--- src/rtl/pds_pkg.sv ---
// ----------------------------------------------------------------------------
// pds_pkg: shared types and constants of the pll divider search
// widths, search limits, status codes and the divider word packing
// ----------------------------------------------------------------------------
package pds_pkg;

  // field widths
  localparam int unsigned RefW  = 26;
  localparam int unsigned TgtW  = 32;
  localparam int unsigned SrcW  = 2;
  localparam int unsigned StW   = 2;
  localparam int unsigned PdivW = 3;
  localparam int unsigned MfdW  = 8;
  localparam int unsigned ShW   = 3;
  localparam int unsigned WordW = 32;
  // reference times multiplier, at most 2^26 * 150 < 2^34
  localparam int unsigned XW    = 34;
  // predivider * 2 * 2^shift, at most 192
  localparam int unsigned DivW  = 8;
  // target times divisor
  localparam int unsigned MulW  = TgtW + DivW;

  // search limits
  localparam logic [PdivW-1:0] PdivLo  = 3'd1;
  localparam logic [PdivW-1:0] PdivHi  = 3'd6;
  localparam logic [MfdW-1:0]  MfdLo   = 8'd10;
  localparam logic [MfdW-1:0]  MfdHi   = 8'd150;
  localparam logic [ShW-1:0]   ShiftLo = 3'd0;
  localparam logic [ShW-1:0]   ShiftHi = 3'd4;

  // reference source codes
  localparam logic [SrcW-1:0] SrcRc   = 2'd0;
  localparam logic [SrcW-1:0] SrcXtal = 2'd1;

  // status codes
  localparam logic [StW-1:0] StFound   = 2'd0;
  localparam logic [StW-1:0] StInvalid = 2'd1;
  localparam logic [StW-1:0] StNone    = 2'd2;

  // reset value of the internal rc frequency register
  localparam logic [RefW-1:0] RcResetHz = 26'd16000000;

  // one candidate setting handed to the check unit
  typedef struct packed {
    logic             valid;
    logic [XW-1:0]    x;
    logic [DivW-1:0]  div;
    logic [PdivW-1:0] p;
    logic [MfdW-1:0]  m;
    logic [ShW-1:0]   s;
  } cand_t;

  // check unit report back to the sequencer
  typedef struct packed {
    logic             hit;
    logic             busy;
    logic [PdivW-1:0] p;
    logic [MfdW-1:0]  m;
    logic [ShW-1:0]   s;
  } chk_res_t;

  // shift at bits 18..16, predivider at bits 14..12, multiplier at bits 7..0
  function automatic logic [WordW-1:0] pack_word(logic [ShW-1:0] s,
                                                 logic [PdivW-1:0] p,
                                                 logic [MfdW-1:0] m);
    return {13'd0, s, 1'b0, p, 4'd0, m};
  endfunction

endpackage

--- src/rtl/pds_req_if.sv ---
// ----------------------------------------------------------------------------
// pds_req_if: request channel
// valid/ready handshake carrying the reference source, crystal and target
// ----------------------------------------------------------------------------
interface pds_req_if import pds_pkg::*; ();

  logic            valid;
  logic            ready;
  logic [SrcW-1:0] reference_source;
  logic [RefW-1:0] crystal_hz;
  logic [TgtW-1:0] target_hz;

  modport source (output valid, output reference_source, output crystal_hz,
                  output target_hz, input ready);
  modport sink (input valid, input reference_source, input crystal_hz,
                input target_hz, output ready);

endinterface

--- src/rtl/pds_rsp_if.sv ---
// ----------------------------------------------------------------------------
// pds_rsp_if: response channel
// valid/ready handshake carrying status, chosen settings and divider word
// ----------------------------------------------------------------------------
interface pds_rsp_if import pds_pkg::*; ();

  logic             valid;
  logic             ready;
  logic [StW-1:0]   status;
  logic [PdivW-1:0] predivider;
  logic [MfdW-1:0]  multiplier;
  logic [ShW-1:0]   output_shift;
  logic [WordW-1:0] divider_word;

  modport source (output valid, output status, output predivider,
                  output multiplier, output output_shift, output divider_word,
                  input ready);
  modport sink (input valid, input status, input predivider,
                input multiplier, input output_shift, input divider_word,
                output ready);

endinterface

--- src/rtl/pds_chk.sv ---
// ----------------------------------------------------------------------------
// pds_chk: shared candidate check unit
// two-stage multiply and compare: target*div registered, then tests
// target*div <= ref*m < (target+1)*div, which is floor(ref*m/div) == target
// ----------------------------------------------------------------------------
module pds_chk import pds_pkg::*; (
  input  logic            clk_i,
  input  logic            rst_ni,
  input  logic            flush_i,
  input  logic [TgtW-1:0] target_i,
  input  cand_t           cand_i,
  output chk_res_t        res_o
);

  logic             v_q;
  logic [MulW-1:0]  prod_q;
  logic [XW-1:0]    x_q;
  logic [DivW-1:0]  div_q;
  logic [PdivW-1:0] p_q;
  logic [MfdW-1:0]  m_q;
  logic [ShW-1:0]   s_q;
  logic [MulW:0]    diff;

  // stage valid
  always_ff @(posedge clk_i or negedge rst_ni) begin
    if (!rst_ni) begin
      v_q <= 1'b0;
    end else begin
      v_q <= cand_i.valid && !flush_i;
    end
  end

  // multiply stage
  always_ff @(posedge clk_i) begin
    if (cand_i.valid) begin
      prod_q <= MulW'(target_i) * MulW'(cand_i.div);
      x_q    <= cand_i.x;
      div_q  <= cand_i.div;
      p_q    <= cand_i.p;
      m_q    <= cand_i.m;
      s_q    <= cand_i.s;
    end
  end

  // compare stage: no borrow and remainder below the divisor
  assign diff = {1'b0, MulW'(x_q)} - {1'b0, prod_q};

  assign res_o.hit  = v_q && !diff[MulW] && (diff[MulW-1:0] < MulW'(div_q));
  assign res_o.busy = v_q;
  assign res_o.p    = p_q;
  assign res_o.m    = m_q;
  assign res_o.s    = s_q;

endmodule

--- src/rtl/pll_divider_search_unit.sv ---
// ----------------------------------------------------------------------------
// pll_divider_search_unit: pll divider search
// an invalid request skips the search and is answered from the done state; a
// search ends at the first hit, or once every candidate has been tried and
// the check unit is empty
// one request at a time: a new request is taken only while the unit is idle
// reset: rc frequency register to 16 MHz, idle, no response pending
// ----------------------------------------------------------------------------
module pll_divider_search_unit import pds_pkg::*; (
  input  logic             clk_i,
  input  logic             rst_ni,
  input  logic             cfg_we_i,
  input  logic [RefW-1:0]  cfg_wdata_i,
  pds_req_if.sink          req_i,
  pds_rsp_if.source        rsp_o
);

  localparam logic [1:0] S_IDLE = 2'd0;
  localparam logic [1:0] S_RUN  = 2'd1;
  localparam logic [1:0] S_DONE = 2'd2;

  logic [1:0]       state_q, state_d;
  logic [RefW-1:0]  rc_q;
  logic [RefW-1:0]  ref_q, ref_sel;
  logic [TgtW-1:0]  tgt_q;
  logic [PdivW-1:0] p_q, p_d;
  logic [MfdW-1:0]  m_q, m_d;
  logic [ShW-1:0]   s_q, s_d;
  logic [XW-1:0]    x_q, x_d;
  logic             issue_q, issue_d;
  logic [StW-1:0]   pend_st_q, pend_st_d;
  logic [PdivW-1:0] pend_p_q, pend_p_d;
  logic [MfdW-1:0]  pend_m_q, pend_m_d;
  logic [ShW-1:0]   pend_s_q, pend_s_d;
  logic             rsp_valid_q;
  logic [StW-1:0]   rsp_st_q;
  logic [PdivW-1:0] rsp_p_q;
  logic [MfdW-1:0]  rsp_m_q;
  logic [ShW-1:0]   rsp_s_q;
  logic             req_beat, rsp_load, bad_req, last_cand, flush;
  cand_t            cand;
  chk_res_t         chk_res;

  // rc frequency register
  always_ff @(posedge clk_i or negedge rst_ni) begin
    if (!rst_ni) begin
      rc_q <= RcResetHz;
    end else if (cfg_we_i) begin
      rc_q <= cfg_wdata_i;
    end
  end

  // request decode
  assign req_i.ready = (state_q == S_IDLE);
  assign req_beat    = req_i.valid && req_i.ready;
  assign bad_req     = (req_i.reference_source != SrcRc &&
                        req_i.reference_source != SrcXtal) ||
                       (req_i.target_hz == '0);
  assign ref_sel     = (req_i.reference_source == SrcRc) ? rc_q : req_i.crystal_hz;
  assign last_cand   = (p_q == PdivHi) && (m_q == MfdHi) && (s_q == ShiftHi);
  assign rsp_load    = (state_q == S_DONE) && (!rsp_valid_q || rsp_o.ready);
  assign flush       = (state_q == S_RUN) && chk_res.hit;

  // candidate to the check unit
  assign cand.valid = issue_q && (state_q == S_RUN);
  assign cand.x     = x_q;
  assign cand.div   = DivW'({p_q, 1'b0}) << s_q;
  assign cand.p     = p_q;
  assign cand.m     = m_q;
  assign cand.s     = s_q;

  pds_chk u_chk (
    .clk_i    (clk_i),
    .rst_ni   (rst_ni),
    .flush_i  (flush),
    .target_i (tgt_q),
    .cand_i   (cand),
    .res_o    (chk_res)
  );

  // search sequencer
  always_comb begin
    state_d   = state_q;
    p_d       = p_q;
    m_d       = m_q;
    s_d       = s_q;
    x_d       = x_q;
    issue_d   = issue_q;
    pend_st_d = pend_st_q;
    pend_p_d  = pend_p_q;
    pend_m_d  = pend_m_q;
    pend_s_d  = pend_s_q;
    unique case (state_q)
      S_IDLE: begin
        if (req_beat) begin
          p_d       = PdivLo;
          m_d       = MfdLo;
          s_d       = ShiftLo;
          x_d       = XW'({ref_sel, 3'b0}) + XW'({ref_sel, 1'b0});
          pend_st_d = StInvalid;
          pend_p_d  = '0;
          pend_m_d  = '0;
          pend_s_d  = '0;
          issue_d   = !bad_req;
          state_d   = bad_req ? S_DONE : S_RUN;
        end
      end
      S_RUN: begin
        // step shift, then multiplier, then predivider
        if (issue_q) begin
          if (last_cand) begin
            issue_d = 1'b0;
          end
          if (s_q == ShiftHi) begin
            s_d = ShiftLo;
            if (m_q == MfdHi) begin
              m_d = MfdLo;
              p_d = p_q + 3'd1;
              x_d = XW'({ref_q, 3'b0}) + XW'({ref_q, 1'b0});
            end else begin
              m_d = m_q + 8'd1;
              x_d = x_q + XW'(ref_q);
            end
          end else begin
            s_d = s_q + 3'd1;
          end
        end
        if (chk_res.hit) begin
          pend_st_d = StFound;
          pend_p_d  = chk_res.p;
          pend_m_d  = chk_res.m;
          pend_s_d  = chk_res.s;
          issue_d   = 1'b0;
          state_d   = S_DONE;
        end else if (!issue_q && !chk_res.busy) begin
          pend_st_d = StNone;
          state_d   = S_DONE;
        end
      end
      S_DONE: begin
        if (rsp_load) begin
          state_d = S_IDLE;
        end
      end
      default: begin
        state_d = S_IDLE;
      end
    endcase
  end

  // control registers
  always_ff @(posedge clk_i or negedge rst_ni) begin
    if (!rst_ni) begin
      state_q <= S_IDLE;
      issue_q <= 1'b0;
    end else begin
      state_q <= state_d;
      issue_q <= issue_d;
    end
  end

  // search datapath registers
  always_ff @(posedge clk_i) begin
    p_q       <= p_d;
    m_q       <= m_d;
    s_q       <= s_d;
    x_q       <= x_d;
    pend_st_q <= pend_st_d;
    pend_p_q  <= pend_p_d;
    pend_m_q  <= pend_m_d;
    pend_s_q  <= pend_s_d;
    if (req_beat) begin
      ref_q <= ref_sel;
      tgt_q <= req_i.target_hz;
    end
  end

  // response output register
  always_ff @(posedge clk_i or negedge rst_ni) begin
    if (!rst_ni) begin
      rsp_valid_q <= 1'b0;
    end else if (rsp_load) begin
      rsp_valid_q <= 1'b1;
    end else if (rsp_o.ready) begin
      rsp_valid_q <= 1'b0;
    end
  end

  always_ff @(posedge clk_i) begin
    if (rsp_load) begin
      rsp_st_q <= pend_st_q;
      rsp_p_q  <= pend_p_q;
      rsp_m_q  <= pend_m_q;
      rsp_s_q  <= pend_s_q;
    end
  end

  assign rsp_o.valid        = rsp_valid_q;
  assign rsp_o.status       = rsp_st_q;
  assign rsp_o.predivider   = rsp_p_q;
  assign rsp_o.multiplier   = rsp_m_q;
  assign rsp_o.output_shift = rsp_s_q;
  assign rsp_o.divider_word = pack_word(rsp_s_q, rsp_p_q, rsp_m_q);

`ifndef ASSERT_OFF
  // check unit holds nothing while the sequencer is idle
  a_chk_idle: assert property (@(posedge clk_i) disable iff (!rst_ni)
    (state_q == S_IDLE) |-> !chk_res.busy)
    else $error("check unit busy while idle");

  // a hit during the search always ends it
  a_hit_ends: assert property (@(posedge clk_i) disable iff (!rst_ni)
    ((state_q == S_RUN) && chk_res.hit) |=> (state_q == S_DONE))
    else $error("search continued after a hit");

  // found results carry a multiplier and predivider inside the search range
  a_found_range: assert property (@(posedge clk_i) disable iff (!rst_ni)
    (rsp_o.valid && (rsp_o.status == StFound)) |->
      ((rsp_o.multiplier >= MfdLo) && (rsp_o.multiplier <= MfdHi) &&
       (rsp_o.predivider >= PdivLo) && (rsp_o.predivider <= PdivHi)))
    else $error("found result outside search range");

  // results that are not found carry a zero divider word
  a_miss_zero: assert property (@(posedge clk_i) disable iff (!rst_ni)
    (rsp_o.valid && (rsp_o.status != StFound)) |-> (rsp_o.divider_word == '0))
    else $error("nonzero divider word on a miss");
`endif

endmodule
--- src/flat_wrapper.sv ---
// flat-port wrapper written by rule: the top's interface ports become plain ports
module pll_divider_search_unit_flat import pds_pkg::*;
  (clk_i, rst_ni, cfg_we_i, cfg_wdata_i, req_i_valid, req_i_reference_source, req_i_crystal_hz, req_i_target_hz, req_i_ready, rsp_o_valid, rsp_o_status, rsp_o_predivider, rsp_o_multiplier, rsp_o_output_shift, rsp_o_divider_word, rsp_o_ready);
  pds_req_if req_i_i ();
  pds_rsp_if rsp_o_i ();
  input  logic clk_i;
  input  logic rst_ni;
  input  logic cfg_we_i;
  input  logic [RefW-1:0] cfg_wdata_i;
  input wire logic [$bits(req_i_i.valid)-1:0] req_i_valid;
  input wire logic [$bits(req_i_i.reference_source)-1:0] req_i_reference_source;
  input wire logic [$bits(req_i_i.crystal_hz)-1:0] req_i_crystal_hz;
  input wire logic [$bits(req_i_i.target_hz)-1:0] req_i_target_hz;
  output wire logic [$bits(req_i_i.ready)-1:0] req_i_ready;
  output wire logic [$bits(rsp_o_i.valid)-1:0] rsp_o_valid;
  output wire logic [$bits(rsp_o_i.status)-1:0] rsp_o_status;
  output wire logic [$bits(rsp_o_i.predivider)-1:0] rsp_o_predivider;
  output wire logic [$bits(rsp_o_i.multiplier)-1:0] rsp_o_multiplier;
  output wire logic [$bits(rsp_o_i.output_shift)-1:0] rsp_o_output_shift;
  output wire logic [$bits(rsp_o_i.divider_word)-1:0] rsp_o_divider_word;
  input wire logic [$bits(rsp_o_i.ready)-1:0] rsp_o_ready;
  assign req_i_i.valid = req_i_valid;
  assign req_i_i.reference_source = req_i_reference_source;
  assign req_i_i.crystal_hz = req_i_crystal_hz;
  assign req_i_i.target_hz = req_i_target_hz;
  assign req_i_ready = req_i_i.ready;
  assign rsp_o_valid = rsp_o_i.valid;
  assign rsp_o_status = rsp_o_i.status;
  assign rsp_o_predivider = rsp_o_i.predivider;
  assign rsp_o_multiplier = rsp_o_i.multiplier;
  assign rsp_o_output_shift = rsp_o_i.output_shift;
  assign rsp_o_divider_word = rsp_o_i.divider_word;
  assign rsp_o_i.ready = rsp_o_ready;
  pll_divider_search_unit u_core (.clk_i(clk_i), .rst_ni(rst_ni), .cfg_we_i(cfg_we_i), .cfg_wdata_i(cfg_wdata_i), .req_i(req_i_i), .rsp_o(rsp_o_i));
endmodule
--- config.mk ---
export PLATFORM = sky130hd
export DESIGN_NAME = pll_divider_search_unit_flat
export DESIGN_NICKNAME = d
export VERILOG_FILES = /design/src/rtl/pds_pkg.sv /design/src/rtl/pds_req_if.sv /design/src/rtl/pds_rsp_if.sv /design/src/rtl/pds_chk.sv /design/src/rtl/pll_divider_search_unit.sv /design/src/flat_wrapper.sv
export SDC_FILE = /design/constraint.sdc
export NUM_CORES = 1
export LEC_CHECK = 0
export BUFFER_PORTS_ARGS = -buffer_cell sky130_fd_sc_hd__buf_2
export CAP_MARGIN = 20
export CORE_MARGIN = 5
export CORE_UTILIZATION = 45
export DETAILED_ROUTE_END_ITERATION = 10
export GPL_ROUTABILITY_DRIVEN = 1
export GPL_TIMING_DRIVEN = 0
export HOLD_SLACK_MARGIN = 0.1
export REMOVE_ABC_BUFFERS = 1
export SLEW_MARGIN = 20
export SYNTH_ARGS = -nofsm -noshare
export SYNTH_HDL_FRONTEND = slang
export SYNTH_SLANG_ARGS = --single-unit
--- constraint.sdc ---
create_clock -name clk_i -period 8.89 [get_ports clk_i]
set_input_delay 1.778 -clock clk_i [delete_from_list [all_inputs] [get_ports clk_i]]
set_output_delay 1.778 -clock clk_i [all_outputs]
set_load 0.02 [all_outputs]
==> metrics.md <==
| Metric | Value |
|---|---|
| Largest incremental delay on the critical path | `0.58 ns` |
| WL final | `56.37 mm` |
| Setup slack after placement | `1.625 ns` |
| Core ar. | `51200 µm²` |
| Async set or reset register ratio after synthesis | `0.1183` |
| DRC viols | `0` |
| Number of buffer and inverter instances along the worst setup path | `4` |
| Smallest setup slack after layout | `1.590 ns` |
| Final worst path period share | `0.8211` |
| Endpoint class of the critical path | `flip-flop` |
| Fin nets | `2846` |
| Leak | `11.49 nW` |
| Post-detailed-placement half-perimeter wirelength | `44.79 mm` |
| Post-synthesis to final-layout area growth | `10.95%` |
| Number of antenna violations at the first check in global routing | `4` |
| Post-synth EDFFs | `231` |
| Max Slew Vio Count | `0` |
| Clock tree from TritonCTS | `built` |
| Number of warning messages in the yosys log | `0` |
| Post-layout instance count excluding filler cells | `3100` |
| Number of vias per cell | `5.454` |
| Primary flip-flop cell chosen by synthesis mapping | `sky130_fd_sc_hd__edfxtp_1` |
| Proportion of netlist area held by the largest area contributor | `0.2986` |
| Data arrival, critical path | `7.62 ns` |
| Post-CTS Repair Setup Buffers | `0` |
| Ordered list of cells on the worst path | `inv_1 -> mux2i_4 -> and2_1 -> nand2_1 -> fa_1 -> fa_1 -> inv_1 -> fa_1 -> inv_1 -> fa_1 -> inv_1 -> ha_1 -> o21ai_0 -> o21bai_1 -> o41ai_1 -> a21oi_1 -> a31oi_1 -> a21oi_1 -> a41o_1 -> o41a_1 -> a21o_1 -> a21oi_1 -> xnor2_1` |
| Per-cell routed wire length | `18.18 µm` |
| Design area | `25770 µm²` |
| Post-CTS resize count | `0` |
| Register area share after synthesis | `0.3324` |
| Setup violations, final | `0` |
| Share of layout cells above drive strength 1 | `0.1128` |
| Worst clock skew | `0.02313 ns` |
| Die Outline Area | `56260 µm²` |
| Critical path start-end classification | `reg -> reg` |
| Maximum count of clock buffers along a single path | `3` |
| DR iter-0 viols | `1018` |
| Htree depth | `1` |
| Gate count after technology mapping | `2307` |
| Worst voltage drop across the vdd grid | `247.3 µV` |
| Multi-input gate area | `14240 µm²` |
| Number of sinks handled by clock tree synthesis | `262` |
| Worst Setup Start Kind | `flip-flop` |
| Number of inserted diodes | `0` |
| Classification of the worst-slack hold path | `reg -> reg` |
| Cell Pwr Density | `369.7 nW/µm²` |
| Number of buffers added by the clock tree synthesis step | `30` |
| Highest fanout seen on the critical path | `6` |
| Leading cell type in the layout, fill and taps excluded | `sky130_fd_sc_hd__inv_1` |
| # rows | `83` |
| Post-Syn Area | `23230 µm²` |
| Number of buffers inserted for hold repair after clock tree synthesis | `0` |
| WP depth | `23` |
| Horiz. Die Dim | `237.2 µm` |
| Register area | `7721 µm²` |
| Cell type contributing the most total cell area after synthesis | `sky130_fd_sc_hd__edfxtp_1` |
| Clock latency reported for the late side of the worst-skew pair | `0.60 ns` |
| Maximum number of pins on one net before global-route repair | `63` |
| Number of distinct standard cells referenced by the synthesized netlist | `82` |
| Overall fraction of global-route tracks in use | `0.1997` |
| Global-route wire length before repair | `92.67 mm` |
| R2R cell count | `23` |
| Number of inserted filler cells in the final layout | `4584` |
| Per-instance average area after synthesis | `10.07 µm²` |
| Clk root buf | `sky130_fd_sc_hd__clkbuf_16` |
| Required time of the worst setup path | `9.21 ns` |
| Placer's final routability congestion estimate | `0.9238` |
| Vias in the first global route | `17.48k` |
| Hold Path Cell Cnt | `0` |
| CP max-delay cell | `sky130_fd_sc_hd__o41ai_1` |
| Max cap viols | `0` |
| First-pass iteration count of the detailed router | `6` |
| Count of endpoints failing hold in the final timing report | `0` |
| RSZ-0062 raised after global routing | `no` |
| Most used cells in the layout excluding fill and tap cells | `244 x sky130_fd_sc_hd__inv_1, 231 x sky130_fd_sc_hd__edfxtp_1, 205 x sky130_fd_sc_hd__ha_1` |
| I/O Pins | `141` |
| Number of synthesized register bits | `262` |
| Family with the most delay on the worst path | `adder cells` |
| Remaining Overflow, GRT | `0` |
| Placed cell areas | `24690 µm²` |
| Inst Count DP | `3045` |
| Starting density of the core | `0.4537` |
| Height of the die | `237.2 µm` |
| PortBufs | `122` |
| Actual transition at the worst max-transition pin | `0.8670 ns` |
| Status | `completed` |
| Overall power consumption | `9.526 mW` |
| Final critical path time including I/O delays and setup | `7.300 ns` |
| Worst-case headroom to the max-slew limit | `0.4220` |
| Top area cells in the synthesized netlist | `sky130_fd_sc_hd__edfxtp_1 30%, sky130_fd_sc_hd__fa_1 13%, sky130_fd_sc_hd__ha_1 11%, sky130_fd_sc_hd__and2_1 5.3%, sky130_fd_sc_hd__inv_1 4.0%` |
| Antenna-violating nets left | `0` |
| Via Count | `16.91k` |
| Clock-pin slew on the worst setup and hold paths | `0.06 ns` |
| Max frequency | `137.0 MHz` |
==> sequential cells by signal, summed over array words and instances, names as in the netlist, 7 cells and up <==
name and count:
u_core.m_q 8, u_core.tgt_q 32, u_core.u_chk.div_q 7, u_core.rsp_o.multiplier 8, u_core.u_chk.x_q 33, u_core.pend_m_q 8
u_core.u_chk.m_q 8, u_core.u_chk.prod_q 39, u_core.rc_q 26, u_core.ref_q 26, u_core.x_q 34
==> metrics by stage <==
stage,hold slack (ns),TNS [ns],utilization
finish,0.4180,0,0.5034
global route,0.4267,0,0.5034
CTS,0.4186,0,0.5034
detailed placement,0.4045,0,0.4823
global placement,0.4006,-13.92,0.4738
floorplan,0.4003,0,-
==> synthesized netlist by cell type (all sizes together) (4+ instances only) <==
library cell,number
nor2b,11
nor3b,5
dfrtp,24
o21a,32
and3,44
o21bai,23
nand2,137
nor3,38
a21boi,5
and4,6
and2,196
buf,36
o221ai,4
o41ai,6
a221o,4
nor4,13
a21oi,128
o21ai,91
xor2,51
inv,246
o22ai,8
mux2,52
edfxtp,231
nor2,123
dfstp,7
fa,153
nand2b,19
or2,6
nand4,25
a21o,56
xnor2,73
mux2i,12
a211oi,31
clkbuf,64
o211ai,16
nand3,34
or3,13
ha,205
a31oi,25
==> metal layers <==
layer / vias to the layer above / wire, µm / GRT usage
met4: 4 / 1535 / 0.05510
met2: 362 / 26370 / 0.3293
met1: 8227 / 25780 / 0.2813
met5: - / 16 / 0
met3: 87 / 2672 / 0.02378
li1: 8228 / - / -
==> final cells by class <==
class                   instances  area share
clock buffers                  36     0.03000
well taps                     680     0.03301
flip-flops and latches        262      0.2996
repair buffers                141     0.03656
inverters                     247     0.03622
multi-input cells            1715      0.5527
clock inverters                19     0.01189
==> logic make-up (layout without fill, tap and decap cells) <==
logic type	Yosys count	in the layout	synth area share
AND/OR/NAND/NOR	679	679	0.1544
AO/OA/AOI/OAI	472	472	0.1323
other	1	18	0.0001614
flip-flops	262	262	0.3324
XOR/XNOR	124	124	0.04675
buffers and inverters	347	443	0.06135
multiplexers	64	64	0.03038
adder cells (fa/ha/maj)	358	358	0.2423
==> worst paths after layout <==
path                                    startpoint  slack (ns)                            to
worst max-delay path                 u_core.s_q[1]        1.59       u_core.u_chk.prod_q[39]
worst min-delay path            u_core.pend_s_q[2]        0.42  u_core.rsp_o.output_shift[2]
worst max register to register       u_core.s_q[1]        1.59       u_core.u_chk.prod_q[39]
worst min register to register  u_core.pend_s_q[2]        0.42  u_core.rsp_o.output_shift[2]
max in group asynchronous                   rst_ni        7.03                u_core.rc_q[0]
min in group asynchronous                   rst_ni        1.30               u_core.rc_q[16]
==> worst reg2reg max path, cell delays in order, from the launching register on <==
cell and delay [ns]:
sky130_fd_sc_hd__edfxtp_1 0.51, sky130_fd_sc_hd__inv_1 0.25, sky130_fd_sc_hd__mux2i_4 0.39, sky130_fd_sc_hd__and2_1 0.50
sky130_fd_sc_hd__nand2_1 0.17, sky130_fd_sc_hd__fa_1 0.53, sky130_fd_sc_hd__fa_1 0.55, sky130_fd_sc_hd__inv_1 0.07
sky130_fd_sc_hd__fa_1 0.53, sky130_fd_sc_hd__inv_1 0.05, sky130_fd_sc_hd__fa_1 0.54, sky130_fd_sc_hd__inv_1 0.04
sky130_fd_sc_hd__ha_1 0.34, sky130_fd_sc_hd__o21ai_0 0.09, sky130_fd_sc_hd__o21bai_1 0.12, sky130_fd_sc_hd__o41ai_1 0.58
sky130_fd_sc_hd__a21oi_1 0.21, sky130_fd_sc_hd__a31oi_1 0.29, sky130_fd_sc_hd__a21oi_1 0.17, sky130_fd_sc_hd__a41o_1 0.29
sky130_fd_sc_hd__o41a_1 0.34, sky130_fd_sc_hd__a21o_1 0.19, sky130_fd_sc_hd__a21oi_1 0.16, sky130_fd_sc_hd__xnor2_1 0.11
==> where the power goes <==
group	internal (mW)	switching [mW]	leakage, nW	total [mW]
clock	0.827	0.536	0.516	1.36
combinational	2.44	3.60	8.47	6.04
sequential	1.89	0.228	2.50	2.12
Note: power is estimated with default switching activity, not from simulation.
